`src/rtl/core/arm_pkg.sv`:
```
// ----------------------------------------------------------------------------
// arm_pkg
// Shared types and constants of the audio level meter.
// ----------------------------------------------------------------------------
package arm_pkg;

  // configuration port
  localparam int CFG_IDX_W  = 2;
  localparam int CFG_DATA_W = 15;

  localparam logic [CFG_IDX_W-1:0] REG_DECIMATION  = 2'd0;
  localparam logic [CFG_IDX_W-1:0] REG_GAIN        = 2'd1;
  localparam logic [CFG_IDX_W-1:0] REG_CLAMP_LIMIT = 2'd2;

  localparam int DEC_W   = 7;
  localparam int GAIN_W  = 10;
  localparam int LIMIT_W = 15;

  localparam logic [DEC_W-1:0]   DEC_RESET   = 7'd16;
  localparam logic [GAIN_W-1:0]  GAIN_RESET  = 10'd50;
  localparam logic [LIMIT_W-1:0] LIMIT_RESET = 15'd20000;

  localparam logic [DEC_W-1:0] DEC_MAX = 7'd64;
  localparam int PHASE_W = 6;

  // datapath
  localparam int RAW_W    = 32;
  localparam int SAMPLE_W = 16;
  localparam int LEVEL_W  = 15;
  localparam int SQ_W     = 30;   // square of a 15-bit magnitude

  // two-entry queues
  localparam int FIFO_DEPTH = 2;
  localparam int FIFO_PTR_W = 1;
  localparam int FIFO_CNT_W = 2;

  typedef struct packed {
    logic [SAMPLE_W-1:0] sample;
    logic [LEVEL_W-1:0]  level;
    logic                level_valid;
  } result_t;

  typedef struct packed {
    logic               done;
    logic [LEVEL_W-1:0] level;
  } root_res_t;

endpackage

```
`src/rtl/core/arm_fifo.sv`:
```
// ----------------------------------------------------------------------------
// arm_fifo
// Two-entry queue with registered storage, used on both sides of the core.
// ----------------------------------------------------------------------------
module arm_fifo #(
  parameter int WIDTH = 16
) (
  input  logic             clk,
  input  logic             rst_n,
  input  logic             push,
  input  logic [WIDTH-1:0] wdata,
  output logic             full,
  input  logic             pop,
  output logic [WIDTH-1:0] rdata,
  output logic             empty
);
  import arm_pkg::*;

  logic [WIDTH-1:0]      mem_r [FIFO_DEPTH];
  logic [FIFO_PTR_W-1:0] wr_ptr_r;
  logic [FIFO_PTR_W-1:0] rd_ptr_r;
  logic [FIFO_CNT_W-1:0] cnt_r;
  logic                  do_push;
  logic                  do_pop;

  assign full    = (cnt_r == FIFO_CNT_W'(FIFO_DEPTH));
  assign empty   = (cnt_r == '0);
  assign do_push = push && !full;
  assign do_pop  = pop && !empty;
  assign rdata   = mem_r[rd_ptr_r];

  always_ff @(posedge clk) begin
    if (!rst_n) begin
      wr_ptr_r <= '0;
      rd_ptr_r <= '0;
      cnt_r    <= '0;
    end else begin
      if (do_push) wr_ptr_r <= wr_ptr_r + 1'b1;
      if (do_pop) rd_ptr_r <= rd_ptr_r + 1'b1;
      if (do_push && !do_pop) cnt_r <= cnt_r + 1'b1;
      else if (do_pop && !do_push) cnt_r <= cnt_r - 1'b1;
    end
  end

  always_ff @(posedge clk) begin
    if (do_push) mem_r[wr_ptr_r] <= wdata;
  end

endmodule

```
`src/rtl/core/arm_front.sv`:
```
// ----------------------------------------------------------------------------
// arm_front
// Takes raw words, keeps one in every decimation and queues its top half.
// ----------------------------------------------------------------------------
module arm_front (
  input  logic                          clk,
  input  logic                          rst_n,
  input  logic                          in_push,
  input  logic [arm_pkg::RAW_W-1:0]     in_raw_sample,
  output logic                          in_full,
  input  logic [arm_pkg::DEC_W-1:0]     decimation,
  input  logic                          q_full,
  output logic                          q_push,
  output logic [arm_pkg::SAMPLE_W-1:0]  q_data
);
  import arm_pkg::*;

  logic [PHASE_W-1:0] phase_r;
  logic [PHASE_W-1:0] phase_nxt;
  logic [DEC_W-1:0]   dec_eff;
  logic [DEC_W-1:0]   phase_inc;
  logic               accept;

  // zero acts as one, large values saturate
  always_comb begin
    if (decimation == '0) dec_eff = DEC_W'(1);
    else if (decimation > DEC_MAX) dec_eff = DEC_MAX;
    else dec_eff = decimation;
  end

  assign accept    = in_push && !q_full;
  assign in_full   = q_full;
  assign phase_inc = {1'b0, phase_r} + DEC_W'(1);
  assign phase_nxt = (phase_inc >= dec_eff) ? '0 : phase_inc[PHASE_W-1:0];
  assign q_push    = accept && (phase_r == '0);
  assign q_data    = in_raw_sample[RAW_W-1 -: SAMPLE_W];

  always_ff @(posedge clk) begin
    if (!rst_n) begin
      phase_r <= '0;
    end else if (accept) begin
      phase_r <= phase_nxt;
    end
  end

endmodule

```
`src/rtl/core/arm_root.sv`:
```
// ----------------------------------------------------------------------------
// arm_root
// Window level unit: digit-by-digit integer square root of the window mean.
// Each trial square is scaled by the window length and compared with the sum,
// so the mean itself is never formed. Per bit: a square step, then a compare.
// ----------------------------------------------------------------------------
module arm_root #(
  parameter int WINDOW_LEN = 32
) (
  input  logic                                      clk,
  input  logic                                      rst_n,
  input  logic                                      start,
  input  logic [arm_pkg::SQ_W+$clog2(WINDOW_LEN)-1:0] value,
  output arm_pkg::root_res_t                        res
);
  import arm_pkg::*;

  localparam int SUM_W = SQ_W + $clog2(WINDOW_LEN);
  localparam logic [SUM_W-1:0] WIN_K = SUM_W'(WINDOW_LEN);

  localparam logic [1:0] R_IDLE = 2'd0;
  localparam logic [1:0] R_SQ   = 2'd1;
  localparam logic [1:0] R_CMP  = 2'd2;

  logic [1:0]         state_r;
  logic [SUM_W-1:0]   val_r;
  logic [LEVEL_W-1:0] root_r;
  logic [LEVEL_W-1:0] bit_r;
  logic [SQ_W-1:0]    sq_r;
  logic               done_r;

  logic [LEVEL_W-1:0] trial;
  logic [SQ_W-1:0]    trial_ext;
  logic [SUM_W-1:0]   scaled;
  logic               fits;

  // r*r <= floor(sum/len) exactly when len*r*r <= sum
  assign trial     = root_r | bit_r;
  assign trial_ext = SQ_W'(trial);
  assign scaled    = SUM_W'(sq_r) * WIN_K;
  assign fits      = (scaled <= val_r);

  assign res.done  = done_r;
  assign res.level = root_r;

  always_ff @(posedge clk) begin
    if (!rst_n) begin
      state_r <= R_IDLE;
      done_r  <= 1'b0;
    end else begin
      done_r <= 1'b0;
      unique case (state_r)
        R_IDLE: begin
          if (start) state_r <= R_SQ;
        end
        R_SQ: begin
          state_r <= R_CMP;
        end
        R_CMP: begin
          if (bit_r[0]) begin
            state_r <= R_IDLE;
            done_r  <= 1'b1;
          end else begin
            state_r <= R_SQ;
          end
        end
        default: begin
          state_r <= R_IDLE;
        end
      endcase
    end
  end

  always_ff @(posedge clk) begin
    if (state_r == R_IDLE && start) begin
      val_r  <= value;
      root_r <= '0;
      bit_r  <= {1'b1, {(LEVEL_W-1){1'b0}}};
    end else if (state_r == R_SQ) begin
      sq_r <= trial_ext * trial_ext;
    end else if (state_r == R_CMP) begin
      if (fits) root_r <= trial;
      bit_r <= bit_r >> 1;
    end
  end

endmodule

```
`src/rtl/core/arm_back.sv`:
```
// ----------------------------------------------------------------------------
// arm_back
// Sample pipeline: DC removal, gain, clamp, square and window accumulate,
// with the level unit run once per closed window.
// ----------------------------------------------------------------------------
module arm_back #(
  parameter int WINDOW_LEN = 32
) (
  input  logic                          clk,
  input  logic                          rst_n,
  input  logic                          q_empty,
  input  logic [arm_pkg::SAMPLE_W-1:0]  q_data,
  output logic                          q_pop,
  input  logic [arm_pkg::GAIN_W-1:0]    gain,
  input  logic [arm_pkg::LIMIT_W-1:0]   clamp_limit,
  input  logic                          out_full,
  output logic                          out_push,
  output arm_pkg::result_t              out_data
);
  import arm_pkg::*;

  localparam int SUM_W  = 30 + $clog2(WINDOW_LEN);
  localparam int FILL_W = $clog2(WINDOW_LEN);
  localparam int ACC_W  = SAMPLE_W + 7;
  localparam int DIFF_W = SAMPLE_W + 1;
  localparam int PROD_W = DIFF_W + GAIN_W + 1;

  // stage 1: dc estimate and difference
  logic signed [SAMPLE_W-1:0] dc_r;
  logic                       v1_r;
  logic signed [DIFF_W-1:0]   diff1_r;
  // stage 2: gain product
  logic                       v2_r;
  logic signed [PROD_W-1:0]   prod2_r;
  // stage 3: clamped sample and square
  logic                       v3_r;
  logic [SAMPLE_W-1:0]        d3_r;
  logic [SQ_W-1:0]            sq3_r;
  // window
  logic [SUM_W-1:0]           sum_r;
  logic [FILL_W-1:0]          fill_r;
  // result holding register
  logic                       res_v_r;
  logic                       res_wait_r;
  logic [SAMPLE_W-1:0]        res_d_r;
  logic [LEVEL_W-1:0]         res_lvl_r;
  logic                       res_flag_r;

  logic                       adv;
  logic                       res_push;
  logic signed [SAMPLE_W-1:0] s_c;
  logic signed [ACC_W-1:0]    dc_ext;
  logic signed [ACC_W-1:0]    s_ext;
  logic signed [ACC_W-1:0]    dc_acc;
  logic signed [ACC_W-1:0]    dc_shift;
  logic signed [SAMPLE_W-1:0] dc_nxt;
  logic signed [DIFF_W-1:0]   diff_c;
  logic signed [GAIN_W:0]     gain_s;
  logic signed [PROD_W-1:0]   lim_pos;
  logic signed [PROD_W-1:0]   lim_neg;
  logic signed [PROD_W-1:0]   clamp_c;
  logic [SAMPLE_W-1:0]        d_c;
  logic [SAMPLE_W-1:0]        mag_c;
  logic [SUM_W-1:0]           sum_tot;
  logic                       close_c;
  logic                       root_start;
  root_res_t                  root_res;

  assign res_push = res_v_r && !res_wait_r && !out_full;
  assign adv      = !res_v_r || res_push;
  assign q_pop    = adv && !q_empty;

  // dc = floor((dc*63 + s)/64)
  assign s_c      = $signed(q_data);
  assign dc_ext   = ACC_W'(dc_r);
  assign s_ext    = ACC_W'(s_c);
  assign dc_acc   = (dc_ext <<< 6) - dc_ext + s_ext;
  assign dc_shift = dc_acc >>> 6;
  assign dc_nxt   = dc_shift[SAMPLE_W-1:0];
  assign diff_c   = DIFF_W'(s_c) - DIFF_W'(dc_nxt);

  assign gain_s   = $signed({1'b0, gain});
  assign lim_pos  = $signed(PROD_W'(clamp_limit));
  assign lim_neg  = -lim_pos;

  always_comb begin
    if (prod2_r > lim_pos) clamp_c = lim_pos;
    else if (prod2_r < lim_neg) clamp_c = lim_neg;
    else clamp_c = prod2_r;
  end

  assign d_c   = clamp_c[SAMPLE_W-1:0];
  assign mag_c = d_c[SAMPLE_W-1] ? (~d_c + 1'b1) : d_c;

  assign sum_tot    = sum_r + SUM_W'(sq3_r);
  assign close_c    = (fill_r == FILL_W'(WINDOW_LEN - 1));
  assign root_start = adv && v3_r && close_c;

  always_ff @(posedge clk) begin
    if (!rst_n) begin
      dc_r       <= '0;
      v1_r       <= 1'b0;
      v2_r       <= 1'b0;
      v3_r       <= 1'b0;
      sum_r      <= '0;
      fill_r     <= '0;
      res_v_r    <= 1'b0;
      res_wait_r <= 1'b0;
    end else begin
      if (adv) begin
        v1_r    <= q_pop;
        v2_r    <= v1_r;
        v3_r    <= v2_r;
        res_v_r <= v3_r;
        if (q_pop) dc_r <= dc_nxt;
        if (v3_r) begin
          res_wait_r <= close_c;
          if (close_c) begin
            sum_r  <= '0;
            fill_r <= '0;
          end else begin
            sum_r  <= sum_tot;
            fill_r <= fill_r + 1'b1;
          end
        end
      end else if (root_res.done) begin
        res_wait_r <= 1'b0;
      end
    end
  end

  always_ff @(posedge clk) begin
    if (adv) begin
      diff1_r <= diff_c;
      prod2_r <= diff1_r * gain_s;
      d3_r    <= d_c;
      sq3_r   <= SQ_W'(mag_c[LEVEL_W-1:0] * mag_c[LEVEL_W-1:0]);
      if (v3_r) begin
        res_d_r    <= d3_r;
        res_flag_r <= close_c;
        res_lvl_r  <= '0;
      end
    end else if (root_res.done) begin
      res_lvl_r <= root_res.level;
    end
  end

  arm_root #(
    .WINDOW_LEN (WINDOW_LEN)
  ) u_root (
    .clk   (clk),
    .rst_n (rst_n),
    .start (root_start),
    .value (sum_tot),
    .res   (root_res)
  );

  assign out_push             = res_push;
  assign out_data.sample      = res_d_r;
  assign out_data.level       = res_lvl_r;
  assign out_data.level_valid = res_flag_r;

endmodule

```
`src/rtl/core/audio_rms_level_meter_core.sv`:
```
// ----------------------------------------------------------------------------
// audio_rms_level_meter_core
// A kept word passes the sample queue, the DC, gain and square stages and the
// result holding register into the result queue; one that closes a window
// waits there for the square root (a square and a compare step per level bit,
// then the level hand-over). Throughput: one raw word a cycle while the sample
// queue has room; the level unit holds the sample pipe once per window. Reset
// (synchronous, active low) empties the queues, clears state, loads defaults.
// ----------------------------------------------------------------------------
module audio_rms_level_meter_core #(
  parameter int WINDOW_LEN = 32
) (
  input  logic                            clk,
  input  logic                            rst_n,
  input  logic                            cfg_wr_en,
  input  logic [arm_pkg::CFG_IDX_W-1:0]   cfg_index,
  input  logic [arm_pkg::CFG_DATA_W-1:0]  cfg_wdata,
  input  logic                            in_push,
  input  logic [arm_pkg::RAW_W-1:0]       in_raw_sample,
  output logic                            in_full,
  output logic                            out_empty,
  input  logic                            out_pop,
  output logic [arm_pkg::SAMPLE_W-1:0]    out_conditioned_sample,
  output logic [arm_pkg::LEVEL_W-1:0]     out_level,
  output logic                            out_level_valid
);
  import arm_pkg::*;

  logic [DEC_W-1:0]    dec_r;
  logic [GAIN_W-1:0]   gain_r;
  logic [LIMIT_W-1:0]  lim_r;

  logic                q_push;
  logic [SAMPLE_W-1:0] q_wdata;
  logic                q_full;
  logic                q_pop;
  logic [SAMPLE_W-1:0] q_rdata;
  logic                q_empty;
  logic                r_push;
  result_t             r_wdata;
  logic                r_full;
  result_t             r_rdata;

  always_ff @(posedge clk) begin
    if (!rst_n) begin
      dec_r  <= DEC_RESET;
      gain_r <= GAIN_RESET;
      lim_r  <= LIMIT_RESET;
    end else if (cfg_wr_en) begin
      unique case (cfg_index)
        REG_DECIMATION:  dec_r  <= cfg_wdata[DEC_W-1:0];
        REG_GAIN:        gain_r <= cfg_wdata[GAIN_W-1:0];
        REG_CLAMP_LIMIT: lim_r  <= cfg_wdata[LIMIT_W-1:0];
        default: ;
      endcase
    end
  end

  arm_front u_front (
    .clk           (clk),
    .rst_n         (rst_n),
    .in_push       (in_push),
    .in_raw_sample (in_raw_sample),
    .in_full       (in_full),
    .decimation    (dec_r),
    .q_full        (q_full),
    .q_push        (q_push),
    .q_data        (q_wdata)
  );

  arm_fifo #(
    .WIDTH (SAMPLE_W)
  ) u_sample_q (
    .clk   (clk),
    .rst_n (rst_n),
    .push  (q_push),
    .wdata (q_wdata),
    .full  (q_full),
    .pop   (q_pop),
    .rdata (q_rdata),
    .empty (q_empty)
  );

  arm_back #(
    .WINDOW_LEN (WINDOW_LEN)
  ) u_back (
    .clk         (clk),
    .rst_n       (rst_n),
    .q_empty     (q_empty),
    .q_data      (q_rdata),
    .q_pop       (q_pop),
    .gain        (gain_r),
    .clamp_limit (lim_r),
    .out_full    (r_full),
    .out_push    (r_push),
    .out_data    (r_wdata)
  );

  arm_fifo #(
    .WIDTH ($bits(result_t))
  ) u_result_q (
    .clk   (clk),
    .rst_n (rst_n),
    .push  (r_push),
    .wdata (r_wdata),
    .full  (r_full),
    .pop   (out_pop),
    .rdata (r_rdata),
    .empty (out_empty)
  );

  assign out_conditioned_sample = r_rdata.sample;
  assign out_level              = r_rdata.level;
  assign out_level_valid        = r_rdata.level_valid;

`ifndef SYNTHESIS
  // level reads zero unless the item closes a window
  a_level_zero: assert property (@(posedge clk) disable iff (!rst_n)
    (!out_empty && !out_level_valid) |-> (out_level == '0))
    else $error("level set on an item that does not close a window");

  // conditioned sample stays inside the clamp bounds
  a_clamp_bound: assert property (@(posedge clk) disable iff (!rst_n)
    !out_empty |->
      (($signed(out_conditioned_sample) <= $signed({1'b0, lim_r})) &&
       ($signed(out_conditioned_sample) >= -$signed({1'b0, lim_r}))))
    else $error("conditioned sample outside clamp limit");

  // sample queue is only drained when it holds an item
  a_pop_nonempty: assert property (@(posedge clk) disable iff (!rst_n)
    q_pop |-> !q_empty)
    else $error("sample queue popped while empty");
`endif

endmodule

```
`config.mk`:
```
export PLATFORM = sky130hd
export DESIGN_NAME = audio_rms_level_meter_core
export DESIGN_NICKNAME = d
export VERILOG_FILES = /design/src/rtl/core/arm_pkg.sv /design/src/rtl/core/arm_fifo.sv /design/src/rtl/core/arm_front.sv /design/src/rtl/core/arm_root.sv /design/src/rtl/core/arm_back.sv /design/src/rtl/core/audio_rms_level_meter_core.sv
export SDC_FILE = /design/constraint.sdc
export NUM_CORES = 2
export LEC_CHECK = 0
export BUFFER_PORTS_ARGS = -buffer_cell sky130_fd_sc_hd__buf_2
export CORE_UTILIZATION = 55
export CTS_CLUSTER_DIAMETER = 120
export DETAILED_ROUTE_END_ITERATION = 7
export GPL_TIMING_DRIVEN = 0
export PLACE_DENSITY = 0.82
export SLEW_MARGIN = 10
export SYNTH_ARGS = -nofsm -noshare
export SYNTH_HDL_FRONTEND = slang
export SYNTH_SLANG_ARGS = --single-unit
```
`constraint.sdc`:
```
create_clock -name clk -period 31.4 [get_ports clk]
set_input_delay 1.57 -clock clk [delete_from_list [all_inputs] [get_ports clk]]
set_output_delay 1.57 -clock clk [all_outputs]
set_load 0.02 [all_outputs]
```
==> results.md <==
- The flow ran to the end, and the final reports show no timing, DRC or antenna violations.
- The worst clock skew is approximately 0.014 ns.
- The highest metal layer carrying signal wires in the routed design is met4.
- The number of I/O pins is ~90.
- The number of setup buffers added after CTS is 0.
- The number of buffer cells added on primary ports is 70.
- The DRC marker count from the first detailed-route iteration is around 2300.
- The count of final hold-check violations came to 0.
- The clock buffer count from CTS is 44.
- The highest net fanout along the worst path is 10.
- For the worst setup path, the data arrival time is roughly 15 ns.
- The utilization after layout is roughly 60%.
- The worst hold slack is 0.420 ns.
- The root buffer cell is sky130_fd_sc_hd__clkbuf_16.
- The classification of the worst setup path is flip-flop to flip-flop.
- Synthesis inferred ~420 register bits.
- For this run, the number of Yosys warnings is 0.
- The count of vias placed by the detailed router is 28200.
- In the synthesized netlist the dominant register cell turns out to be sky130_fd_sc_hd__edfxtp_1.
- The area growth from synthesis to layout is 7.93%.
- The biggest area consumer among synthesized cells is sky130_fd_sc_hd__fa_1.
- The pin count of the biggest net entering global routing is 48.
- Using the TritonRoute via totals, the vias-per-cell ratio works out to between 5 and 6.
- The initial antenna violation count is 3.
- Setup repair after global routing left no endpoint under its margin.
- After global routing the overflow that remains totals 0.
- The worst hold path was traced through 0 stages.
- The die is 268 um wide.
- The highest achievable clock rate is between 70 and 80 MHz.
- The effective utilization at floorplan is 55.6%.
- The post-synth design cell area is between 0.03 and 0.04 mm^2.
- The length of routed met2 wiring is roughly 43 mm.
- By count the netlist is led by sky130_fd_sc_hd__inv_1, sky130_fd_sc_hd__fa_1, sky130_fd_sc_hd__ha_1.
- The path depth of the worst reg2reg path is 48.
- The share of layout cells above drive strength 1 is under 10%.
- The maximum level of the CTS H-tree is 2.
- CTS saw 423 sinks.
- The reg-to-reg startpoint is lim_r[0].
- The via count of the first global-routing pass was 29000.
- Yosys attributes the largest share of cell area to sky130_fd_sc_hd__fa_1, sky130_fd_sc_hd__edfxtp_1, sky130_fd_sc_hd__ha_1.
- TritonCTS built the clock tree.
- In the routed design, unresolved DRC markers number 0.
- The wire length of the first global-routing pass is roughly 150 mm.
- In the final routed layout, each cell accounts on average for about 18 um.
- In this run the worst setup path terminates at u_back.sq3_r[29].
- The total of max-cap violations is 0.
- The sequential area share after synthesis is between 20% and 30%.
- The number of iterations in the first detailed-routing pass is 8.
- Once the clock tree was built, the resizer swapped 0 gates to a different size.
- Summed over its instances, the top area cell type makes up around 23% of the synthesized netlist area.
- In this run, synthesis inferred approximately 280 flip-flops with an integrated enable.
- The class of the tightest hold or removal check is flip-flop to flip-flop.
- After technology mapping, the gate count stands at between 3000 and 4000.
- The mean post-synth cell area is 10.1 um^2.
- Detailed placement ended at an HPWL of 70.3 mm.
- In this design, the critical path's most frequently occurring cell is sky130_fd_sc_hd__inv_1.
- The final wirelength is slightly below 90 mm.
- The final count of pins violating max slew was 0.
- The post-route antenna net violation count is 0.
- The worst setup path is launched from a flip-flop.
- The number of nets in the synthesized netlist is between 4000 and 5000.
- The worst-case register-to-register setup slack is ~17 ns.
- For this block, wires on met1 add up to between 30 and 40 mm.
- The all-layer global routing usage is between 20% and 30%.
- The worst-case clock buffer depth is 3.
- For this run, the post-layout net count is around 5000.
- The required arrival time at the worst endpoint is around 32 ns.
- From bottom edge to top edge, the die measures between 200 and 300 um.
- The share of flip-flops with an asynchronous set or reset after synthesis is 0%.
- In the detailed route, the total length drawn on met3 is between 7 and 8 mm.
- After routing, the total negative slack on setup checks comes to 0 ns.
- Setup violations remaining at the end of the flow were counted as 0.
- STA classifies the critical path endpoint as a flip-flop.
- The worst hold path begins at u_back.d3_r[13].
- The worst pin sits at a relative slew slack of a little under a quarter.
- Synthesis instantiated a little over 80 different standard cells from the library.
- In this run the core area contains between 90 and 100 standard-cell rows.
- The final weighted congestion of routability-driven global placement is roughly 0.95.
- The later-pin clock latency in the skew report is around 0.59 ns.
- The worst path in the final design needs a cycle of approximately 14 ns, including I/O delays and setup.
- Tracing the worst setup path back leads to its startpoint at lim_r[0].
- The die covers 0.0720 mm^2.
- The clock-pin slew on the worst setup and hold paths is roughly 0.060 ns.
- The largest stage delay on the critical path is 0.81 ns.
- For the pin with the worst max-slew slack, the measured transition is around 1.1 ns.
- By instance count, the leading cell after synthesis is sky130_fd_sc_hd__inv_1.
- The endpoint identified for the worst register-to-register timing path is u_back.sq3_r[29].
- The final critical path takes up a little under half of the cycle.
- The post-cts hold buffer count is 0.
- The cell with the largest stage delay on the worst path is sky130_fd_sc_hd__mux2i_1.
- The core outline area is approximately 0.07 mm^2.
critical path, delay by kind of cell, from the launching register on:
family / cells / cell delay (ns)
flip-flops: 1 / 0.36
multiplexers: 1 / 0.81
AO/OA/AOI/OAI: 12 / 2.54
XOR/XNOR: 2 / 0.90
AND/OR/NAND/NOR: 11 / 3.20
buffers and inverters: 12 / 2.21
adder cells (fa/ha/maj): 10 / 3.98
how the worst min path moves through the flow:
stage | slack [ns] | end
floorplan | 0.40 | u_back.res_d_r[10]
global placement | 0.40 | u_back.res_d_r[3]
detailed placement | 0.40 | u_back.res_d_r[3]
CTS | 0.42 | u_back.res_d_r[8]
global route | 0.43 | u_back.res_d_r[11]
finish | 0.42 | u_back.res_d_r[13]
cell type report:
type	count	area, um^2
Fill cell	5577	28000
Multi-Input combinational cell	2707	24900
Sequential cell	423	11300
Inverter	627	2360
Clock buffer	55	1190
Tap cell	940	1180
Buffer	122	487
Timing Repair Buffer	74	433
Clock inverter	25	267
Antenna cell	1	2.50
metrics by stage:
stage	worst slack, ns	std cells	area, um^2
2_1_floorplan	19.90	3879	39000
6_report	17.12	4974	42100
5_1_grt	16.33	4973	42100
3_3_place_gp	17.63	4889	40600
4_1_cts	17.32	4973	42100
3_5_place_dp	17.38	4893	40700
cell families after synthesis:
family                   Yosys count  synth area share [%]
AO/OA/AOI/OAI                    537                  9.17
multiplexers                      64                  1.76
XOR/XNOR                         172                  4.08
adder cells (fa/ha/maj)          836                  35.3
buffers and inverters            749                  7.28
flip-flops                       423                  28.9
AND/OR/NAND/NOR                 1098                  13.5
state kept, by name (all words and copies together) (netlist names), 6 cells and up, named ones only:
signal                flops
dec_r                     7
gain_r                   10
lim_r                    15
u_back.d3_r              15
u_back.dc_r              16
u_back.diff1_r           17
u_back.prod2_r           28
u_back.res_d_r           16
u_back.res_lvl_r         15
u_back.sq3_r             29
u_back.sum_r             35
u_back.u_root.bit_r      15
u_back.u_root.root_r     15
u_back.u_root.sq_r       29
u_back.u_root.val_r      35
u_front.phase_r           6
u_result_q.mem_r         64
u_sample_q.mem_r         32
cell usage in the layout (no fill, tap or decap), drive strengths merged, types with 7 or more instances in the layout:
cell | netlist | final
inv | 622 | 625
fa | 443 | 443
ha | 393 | 393
nand2 | 341 | 341
nor2 | 289 | 289
edfxtp | 281 | 281
clkbuf | 104 | 159
a21oi | 151 | 151
dfxtp | 142 | 142
and2 | 141 | 141
xnor2 | 125 | 125
buf | 18 | 92
o21ai | 88 | 88
nor2b | 67 | 67
nand3 | 49 | 49
nor3 | 46 | 46
a21o | 45 | 45
xor2 | 45 | 45
mux2 | 38 | 38
a21boi | 37 | 37
nand2b | 33 | 33
and3 | 33 | 33
a22oi | 29 | 29
o211ai | 28 | 28
mux2i | 26 | 26
or3 | 24 | 24
clkinv | 5 | 21
a31oi | 19 | 19
o21a | 19 | 19
nand4 | 17 | 17
a22o | 17 | 17
or2 | 17 | 17
a211oi | 16 | 16
o21bai | 15 | 15
nand3b | 11 | 11
o31ai | 11 | 11
nor4 | 11 | 11
a211o | 9 | 9
o311a | 8 | 8
a2111oi | 7 | 7
layer usage:
metal	up-vias	global-route usage, %
met5	-	0
met4	0	8.55
met2	1125	42.9
met3	206	4.46
li1	13000	-
met1	13800	33.4
Power is not shown: default switching activity piles up to over one toggle a cycle in this logic, so the estimate is an artifact.
